==> src/sv/grsc_pkg.sv <==
`default_nettype none
package grsc_pkg;

   typedef enum logic [1:0] {
      PH_SIGN  = 2'd0,
      PH_LOW   = 2'd1,
      PH_UNARY = 2'd2,
      PH_END   = 2'd3
   } phase_type;

   typedef enum logic [3:0] {
      S_IDLE = 4'b0001,
      S_READ = 4'b0010,
      S_BIT  = 4'b0100,
      S_DONE = 4'b1000
   } state_type;

   localparam logic [1:0] ST_OK    = 2'd0;
   localparam logic [1:0] ST_RANGE = 2'd1;
   localparam logic [1:0] ST_FULL  = 2'd2;
   localparam logic [1:0] ST_EMPTY = 2'd3;

   localparam logic ACT_LOAD = 1'b0;
   localparam logic ACT_PULL = 1'b1;

   localparam logic CSR_LOW_BITS  = 1'b0;
   localparam logic CSR_HIGH_BITS = 1'b1;

   localparam int BIT_POS_W = 15;
   localparam int SENT_W    = 26;

   typedef struct packed {
      phase_type              phase;
      logic [BIT_POS_W-1:0]   bit_pos;
      logic [SENT_W-1:0]      bits_sent;
   } cursor_type;

endpackage
`default_nettype wire

==> src/sv/grsc_emit_unit.sv <==
`default_nettype none
module grsc_emit_unit
   import grsc_pkg::*;
#(
   parameter int CW = 11
) (
   input  wire cursor_type    cur,
   input  wire logic [CW-1:0] index,
   input  wire logic [CW-1:0] count,
   input  wire logic [15:0]   entry,
   input  wire logic [3:0]    low_bits,
   output cursor_type         nxt,
   output logic [CW-1:0]      nxt_index,
   output logic               bit_out,
   output logic               index_moved
);

   logic [15:0]          mag16;
   logic [14:0]          quot;
   logic [CW-1:0]        idx_inc;
   logic [BIT_POS_W-1:0] pos_inc;
   logic                 adv;
   phase_type            next_ph;

   always_comb begin
      mag16   = {1'b0, entry[14:0]};
      quot    = entry[14:0] >> low_bits;
      idx_inc = index + CW'(1);
      pos_inc = cur.bit_pos + BIT_POS_W'(1);
      adv     = 1'b0;
      next_ph = cur.phase;
      bit_out = 1'b0;
      nxt     = cur;
      nxt.bits_sent = cur.bits_sent + SENT_W'(1);
      unique case (cur.phase)
         PH_SIGN: begin
            bit_out = entry[15];
            adv     = 1'b1;
            next_ph = (low_bits != 4'd0) ? PH_LOW : PH_UNARY;
         end
         PH_LOW: begin
            bit_out = (cur.bit_pos < BIT_POS_W'(15)) ? mag16[cur.bit_pos[3:0]] : 1'b0;
            if (pos_inc >= {{(BIT_POS_W-4){1'b0}}, low_bits}) begin
               nxt.bit_pos = '0;
               adv         = 1'b1;
               next_ph     = PH_UNARY;
            end else begin
               nxt.bit_pos = pos_inc;
            end
         end
         PH_UNARY: begin
            if (cur.bit_pos < quot) begin
               bit_out     = 1'b0;
               nxt.bit_pos = pos_inc;
            end else begin
               bit_out     = 1'b1;
               nxt.bit_pos = '0;
               adv         = 1'b1;
               next_ph     = PH_END;
            end
         end
         default: begin
            nxt.bits_sent = cur.bits_sent;
         end
      endcase
      nxt_index   = index;
      index_moved = adv;
      if (adv) begin
         if (idx_inc >= count) begin
            nxt_index = '0;
            nxt.phase = next_ph;
         end else begin
            nxt_index = idx_inc;
         end
      end
   end

endmodule
`default_nettype wire

==> config.mk <==
export PLATFORM = sky130hd
export DESIGN_NAME = grsc_emit_unit
export DESIGN_NICKNAME = d
export VERILOG_FILES = /design/src/sv/grsc_pkg.sv /design/src/sv/grsc_emit_unit.sv
export SDC_FILE = /design/constraint.sdc
export NUM_CORES = 1
export LEC_CHECK = 0
export BUFFER_PORTS_ARGS = -buffer_cell sky130_fd_sc_hd__buf_4
export CELL_PAD_IN_SITES_DETAIL_PLACEMENT = 0
export CELL_PAD_IN_SITES_GLOBAL_PLACEMENT = 1
export CORE_UTILIZATION = 34
export DETAILED_ROUTE_END_ITERATION = 10
export GPL_TIMING_DRIVEN = 0
export PLACE_DENSITY_LB_ADDON = 0.1
export SYNTH_ARGS = -nofsm -noshare
export SYNTH_HDL_FRONTEND = slang
export SYNTH_SLANG_ARGS = --single-unit
==> constraint.sdc <==
create_clock -name vclk -period 4.3
set_clock_uncertainty 0.1 [all_clocks]
set_input_delay 0.43 -clock vclk [all_inputs]
set_output_delay 0.43 -clock vclk [all_outputs]
set_load 0.02 [all_outputs]
==> results of run 1 <==
where the power goes:
group          leakage [uW]  switching [uW]  internal (uW)
registers                 0               0              0
clock network             0               0              0
logic               0.00213             282            234
worst max-delay path by stage:
stage / from / end / slack, ns / cells after the start
final: low_bits[1] / nxt_index[9] / 0.24 / 14
after global routing: low_bits[2] / nxt_index[8] / -0.05 / 15
after CTS: low_bits[0] / nxt_index[9] / 0.05 / 18
after detailed placement: low_bits[1] / nxt_index[9] / -0.24 / 16
after global placement: low_bits[1] / nxt_index[9] / -0.22 / 16
after floorplan: low_bits[1] / nxt_index[1] / 0.13 / 14
through the flow:
| step | cell area, sq um | total power, uW | hold slack [ns] |
|---|---|---|---|
| finish | 4410 | 516 | 1.05 |
| global route | 4410 | 566 | 1.07 |
| CTS | 4380 | 512 | 1.06 |
| detailed placement | 4380 | 510 | 1.05 |
| global placement | 4380 | 504 | 1.05 |
| floorplan | 3200 | 298 | 0.888 |
critical path: stages:
cell,delay [ns]
buf_6,0.18
mux2_2,0.38
mux4_2,0.51
nand2_1,0.10
ha_1,0.25
a21oi_1,0.15
nor3_1,0.07
nor3_2,0.21
nand2_1,0.12
a211o_4,0.39
o21ai_4,0.18
buf_8,0.18
mux2i_1,0.21
buf_4,0.16
repair_timing:
item | in CTS | in global routing
pin swaps | 0 | 1
hold endpoints to repair | 0 | 0
setup endpoints to repair | 12 | 11
buffers inserted | 0 | 1
gates resized for setup | 3 | 9
layout by cell type, fill, tap and decap left out, types with 4 or more instances in the layout:
master / synthesis / routed
ha_1: 36 / 36
or3_1: 7 / 7
o21ai_1: 2 / 4
and3_1: 7 / 7
and4_1: 5 / 5
a21o_1: 12 / 12
buf_4: 4 / 145
nand2_1: 69 / 69
mux2i_1: 21 / 21
inv_1: 33 / 33
nand4_1: 14 / 14
nor2_1: 32 / 32
xnor2_1: 24 / 24
nand3b_1: 5 / 5
nand3_1: 22 / 22
clkbuf_1: 10 / 9
a21oi_1: 21 / 20
o21ai_0: 28 / 25
nor3_1: 12 / 11
a22oi_1: 8 / 8
a22o_1: 4 / 4
nand2b_1: 5 / 5
mux4_2: 4 / 4
nor4_1: 4 / 4
mux2_2: 6 / 6
xor2_1: 12 / 12
layer usage:
layer,up-vias,GRT usage,share of wire
met5,-,0,0
met4,0,0.00804,0.0022
met3,2,0.00709,0.044
met2,119,0.365,0.47
met1,1835,0.285,0.48
li1,2014,-,-
cells by family (layout without fill, tap and decap cells):
| family | after synthesis | count (layout) |
|---|---|---|
| xor gates and xnor gates | 36 | 36 |
| adders and majority gates | 36 | 36 |
| and+or+nand+nor | 198 | 198 |
| buffers and inverters | 58 | 196 |
| muxes | 34 | 34 |
| AOI/OAI and AO/OA | 110 | 110 |
cell type report:
class | instances | share of cell area
inverters | 34 | 0.0290
multi-input cells | 414 | 0.670
plain buffers | 22 | 0.0307
well taps | 111 | 0.0315
repair buffers | 140 | 0.239
==> results.yml, run 1 <==
critical_path:
  required_ns: 3.77
  start_kind: "primary input"
  arrival_ns: 3.53
  crit_type: "primary input to output port"
  cp_max_fo: 18
  worst_setup_path_end_kind: "output port"
logic_synthesis:
  synth-simple-area-share: 0.311
  synth_compound_area_frac: 0.236
  synthesis.area_sq_um: 3200
  ys_top_cells_by_count: "69 x nand2_1, 36 x ha_1, 33 x inv_1"
  yosysWarningCount: 0
  synth_mux_area_frac: 0.132
  seq_area_frac_synth: 0
  yosysTopAreaCell: "ha_1"
  avgSynthCellArea_sq_um: 6.78
  synth_fa_ha_area_frac: 0.141
  synth.most_common_cell: "nand2_1"
  yosysUniqueCellTypes: 63
  synthCells: 472
  synth_top_area_share: 0.141
  synth-xor-area-share: 0.0985
  synth.area.top_cells: "ha_1 14%, nand2_1 8.1%, mux2i_1 6.6%"
  synth_top_family_by_area: "simple AND/OR/NAND/NOR gates"
  syn_nets: 593
floorplan:
  coreArea_sq_um: 9200
  fp.dieW_microns: 99.0
  start_util: 0.348
  die_h_microns: 99.0
  io_pins: 141
  num_rows: 35
  die_area_sq_um: 9810
detailed_routing:
  viasPerCell: 5.51
  wirelength_microns: 10500
  first_pass_iters: 4
  drt-initial-drc-count: 183
  vias: 3970
  wl_per_cell_microns: 14.6
  drt_drc_violations_left: 0
  postRouteAntennaNets: 0
clocking:
  cts_hold_buf: 0
place:
  hpwl_microns: 8870
  place_congestion: 0.851
  placedCellCount: 722
  dp_slack_ns: -0.239
  io_buffers: 139
timing:
  fmax_mhz: 246
  fin_crit_sh: 0.945
  min_period_ns: 4.06
  slew_headroom: 0.556
  slew_violations: 0
  finalWorstSetupSlack_ns: 0.238
  worstMarginPinSlew_ns: 0.666
  setup_total_negative_slack_ns: 0
  setup_viol: 0
  hold_viol: 0
cells_and_area:
  multi_input_area_sq_um: 2950
  clock_buffers: 0
  antennaDiodeCount: 0
  area_delta_synth_final_pct: 37.6
  flops_and_latches: 0
  regArea_sq_um: 0
  utilization: 0.479
  stdcell_count: 721
  num-fill-cells: 952
  fin_nets: 733
  drive_above_1_share: 0.295
power:
  p_leak_uw: 0.00213
  ir_drop_mv: 0.0401
  powerDensity_nw_per_um2: 117
run_status:
  status: "completed"
min_path:
  holdCritPathClass: "primary input to output port"
  hold_depth: 3
  min_to: "nxt[10]"
  worstHoldStart: "cur[10]"
grt:
  antenna_found_initial: 0
  grt_max_degree: 19
  grt_pass1_vias: 3557
  track_usage: 0.204
  grt_pass1_wl_microns: 17200
  gr-total-overflow: 0
job:
  drv_cap: 0
(Power assumes the default switching activity.)
==> run 2: changes to the inputs <==
--- a/config.mk
+++ b/config.mk
@@ -12,6 +12,7 @@
 export DETAILED_ROUTE_END_ITERATION = 10
 export GPL_TIMING_DRIVEN = 0
 export PLACE_DENSITY_LB_ADDON = 0.1
+export SETUP_SLACK_MARGIN = 0.3
 export SYNTH_ARGS = -nofsm -noshare
 export SYNTH_HDL_FRONTEND = slang
 export SYNTH_SLANG_ARGS = --single-unit
==> constraint.sdc (replaced) <==
create_clock -name vclk -period 4.6
set_clock_uncertainty 0.1 [all_clocks]
set_input_delay 0.46 -clock vclk [all_inputs]
set_output_delay 0.46 -clock vclk [all_outputs]
set_load 0.02 [all_outputs]
==> results.yml, run 2 (synthesis results as in run 1) <==
grt:
  grt_max_degree: 11
  gr-total-overflow: 0
  grt_pass1_vias: 3574
  antenna_found_initial: 0
  track_usage: 0.205
  grt_pass1_wl_microns: 17300
timing:
  slew_violations: 0
  setup_viol: 0
  slew_headroom: 0.560
  fin_crit_sh: 0.895
  worstMarginPinSlew_ns: 0.660
  min_period_ns: 4.11
  rsz0062_at_grt: "false"
  setup_total_negative_slack_ns: 0
  fmax_mhz: 243
  hold_viol: 0
critical_path:
  arrival_ns: 3.55
  crit_type: "primary input to output port"
  worst_setup_path_end_kind: "output port"
  start_kind: "primary input"
  cp_max_fo: 10
  required_ns: 4.04
cells_and_area:
  antennaDiodeCount: 0
  flops_and_latches: 0
  area_delta_synth_final_pct: 39.4
  fin_nets: 736
  final_cell_mix: "147 x buf_4, 69 x nand2_1, 36 x ha_1"
  clock_buffers: 0
  num-fill-cells: 952
  utilization: 0.485
  regArea_sq_um: 0
  stdcell_count: 724
  drive_above_1_share: 0.307
  multi_input_area_sq_um: 2960
  final_common_cell: "buf_4"
min_path:
  min_to: "nxt[10]"
  worstHoldStart: "cur[10]"
  holdCritPathClass: "primary input to output port"
  hold_depth: 3
floorplan:
  io_pins: 141
  num_rows: 35
  fp.dieW_microns: 99.0
  die_area_sq_um: 9810
  start_util: 0.348
  coreArea_sq_um: 9200
  die_h_microns: 99.0
detailed_routing:
  wirelength_microns: 10600
  vias: 3948
  drt_drc_violations_left: 0
  viasPerCell: 5.45
  wl_per_cell_microns: 14.6
  first_pass_iters: 4
  drt-initial-drc-count: 171
  postRouteAntennaNets: 0
place:
  io_buffers: 139
  place_congestion: 0.851
  hpwl_microns: 8870
  placedCellCount: 722
run_status:
  status: "completed"
power:
  p_leak_uw: 0.00216
  finalPower_uw: 491
  powerDensity_nw_per_um2: 110
  ir_drop_mv: 0.0418
job:
  drv_cap: 0
clocking:
  cts_hold_buf: 0
## run 2: cell count changes in the layout (fill, tap and decap cells not counted), sizes merged
cell | before | now
clkinvlp | 0 | 1
buf | 152 | 155
clkinv | 1 | 0
## run 2: cell type report
type,count,area share
plain buffers,23,0.0339
repair buffers,142,0.243
well taps,111,0.0311
inverters,34,0.0294
multi-input cells,414,0.663
## run 2: timing repair
| item | CTS | global route |
|---|---|---|
| pin swaps | 0 | 2 |
| cloned | 0 | 1 |
| setup buffers | 0 | 2 |
| gates resized for setup | 6 | 19 |
| setup endpoints to repair | 14 | 12 |
## run 2: layer usage
layer,GRT usage,share of wire
met1,0.286,0.48
met2,0.368,0.48
met3,0.00709,0.042
met4,0.00804,0.0022
met5,0,0
## run 2: through the flow
step                area (sq um)  hold slack [ns]  worst slack [ns]
floorplan                   3200            0.948             0.365
global placement            4380             1.11            0.0187
detailed placement          4380             1.11          0.000799
CTS                         4390             1.12             0.317
global route                4460             1.13             0.258
finish                      4460             1.11             0.485
## run 2: worst max-delay path, stage by stage
cell	delay, ns
buf_6	0.12
buf_4	0.21
mux2_2	0.36
o211ai_1	0.17
o211ai_1	0.12
o21ai_0	0.09
ha_1	0.29
a21oi_2	0.17
nand2b_1	0.07
o311a_2	0.37
a211o_4	0.36
o21ai_4	0.22
mux2_2	0.37
buf_4	0.16
## run 2: power by group
part | internal, uW | switching [uW] | total (uW)
clock network | 0 | 0 | 0
registers | 0 | 0 | 0
logic | 226 | 265 | 491
## run 2: how the worst max path moves through the flow
| stage | start | end | slack [ns] | cells after the start |
|---|---|---|---|---|
| 6_report | low_bits[1] | nxt_index[0] | 0.49 | 14 |
| 5_1_grt | low_bits[1] | nxt_index[8] | 0.26 | 17 |
| 4_1_cts | low_bits[0] | nxt_index[9] | 0.32 | 17 |
| 3_5_place_dp | low_bits[1] | nxt_index[9] | 0.0008 | 16 |
| 3_3_place_gp | low_bits[1] | nxt_index[9] | 0.02 | 16 |
| 2_1_floorplan | low_bits[1] | nxt_index[1] | 0.37 | 14 |
==> run 3: changes to the inputs <==
--- a/config.mk
+++ b/config.mk
@@ -12,6 +12,7 @@
 export DETAILED_ROUTE_END_ITERATION = 10
 export GPL_TIMING_DRIVEN = 0
 export PLACE_DENSITY_LB_ADDON = 0.1
+export REMOVE_ABC_BUFFERS = 1
 export SETUP_SLACK_MARGIN = 0.3
 export SYNTH_ARGS = -nofsm -noshare
 export SYNTH_HDL_FRONTEND = slang
==> results.yml, run 3 (synthesis results as in run 1) <==
run_status:
  status: "completed"
cells_and_area:
  drive_above_1_share: 0.304
  area_delta_synth_final_pct: 38.0
  clock_buffers: 0
  antennaDiodeCount: 0
  num-fill-cells: 951
  regArea_sq_um: 0
  flops_and_latches: 0
  utilization: 0.480
  final_cell_mix: "147 x buf_4, 69 x nand2_1, 36 x ha_1"
  final_common_cell: "buf_4"
  fin_nets: 722
floorplan:
  coreArea_sq_um: 9200
  die_h_microns: 99.0
  io_pins: 141
  start_util: 0.348
  die_area_sq_um: 9810
  fp.dieW_microns: 99.0
  num_rows: 35
grt:
  grt_pass1_wl_microns: 16600
  grt_max_degree: 22
  track_usage: 0.197
  gr-total-overflow: 0
  antenna_found_initial: 0
  grt_pass1_vias: 3493
timing:
  rsz0062_at_grt: "false"
  finalWorstSetupSlack_ns: 0.452
  min_period_ns: 4.15
  slew_violations: 0
  setup_viol: 0
  slew_headroom: 0.615
  worstMarginPinSlew_ns: 0.572
  hold_viol: 0
  fin_crit_sh: 0.902
  setup_total_negative_slack_ns: 0
  fmax_mhz: 241
power:
  powerDensity_nw_per_um2: 110
  p_leak_uw: 0.00212
  ir_drop_mv: 0.0469
  finalPower_uw: 486
job:
  drv_cap: 0
detailed_routing:
  vias: 3838
  drt_drc_violations_left: 0
  viasPerCell: 5.41
  drt-initial-drc-count: 105
  wl_per_cell_microns: 14.2
  postRouteAntennaNets: 0
  first_pass_iters: 4
  wirelength_microns: 10100
clocking:
  cts_hold_buf: 0
critical_path:
  critPathSlowestCell: "mux4_2"
  worst-path-stages: 14
  crit_type: "primary input to output port"
  start_kind: "primary input"
  cp_max_fo: 18
  crit_chain: "buf_12, mux2_4, mux4_2, nand2_1, ha_1, a21oi_1, nor3_1, nor3_2, nand2_1, a211o_4, o21ai_4, buf_12, mux2i_2, buf_4"
  required_ns: 4.04
  crit_buf_inv: 3
  arrival_ns: 3.59
  path_delay_family: "multiplexers"
  cpPeakStageDelay_ns: 0.51
  worst_setup_path_end_kind: "output port"
place:
  place_congestion: 0.816
  dp_slack_ns: 0.0380
  io_buffers: 141
  hpwl_microns: 8230
min_path:
  hold_depth: 3
  holdCritPathClass: "primary input to output port"
==> run 3: layout make-up <==
class | instances | area (sq um) | share of cell area
inverter | 34 | 131 | 0.0297
multi-input combinational | 414 | 2990 | 0.676
tap | 111 | 139 | 0.0314
timing repair buffer | 150 | 1150 | 0.261
timing repair inverter | 1 | 7.51 | 0.00170
==> run 3: power breakdown <==
group          leakage, uW  switching (uW)  internal [uW]
clock                    0               0              0
combinational      0.00212             262            224
sequential               0               0              0
==> run 3: metrics by stage <==
step                hold slack [ns]  cell area (sq um)  instances
CTS                            1.12               4310        703
detailed placement             1.12               4270        700
global placement               1.11               4270        700
global route                   1.12               4420        710
finish                         1.11               4420        710
floorplan                     0.948               3070        448
==> run 3: metal layers <==
metal	vias to the layer above	wire, microns	global-route usage	share of wire
met4	0	21	0	0.0021
met5	-	0	0	0
met1	1751	4880	0.277	0.48
met3	4	380	0.00426	0.038
met2	100	4830	0.356	0.48
li1	1983	-	-	-
==> run 3: timing repair <==
action | 4_1_cts | 5_1_grt
endpoints found under the setup margin | 11 | 17
gates cloned | 0 | 1
buffers inserted | 3 | 6
gates resized for setup | 2 | 16
pin swaps | 1 | 4
==> run 3: worst min-delay path: cells and delay by family <==
kind	cells	cell delay, ns
buffers and inverters	2	0.24
XOR/XNOR	1	0.05
==> run 3: path summary, 6_finish.rpt <==
check,slack [ns],start,end
max,0.45,low_bits[1],nxt_index[4]
min,1.11,cur[17],nxt[17]
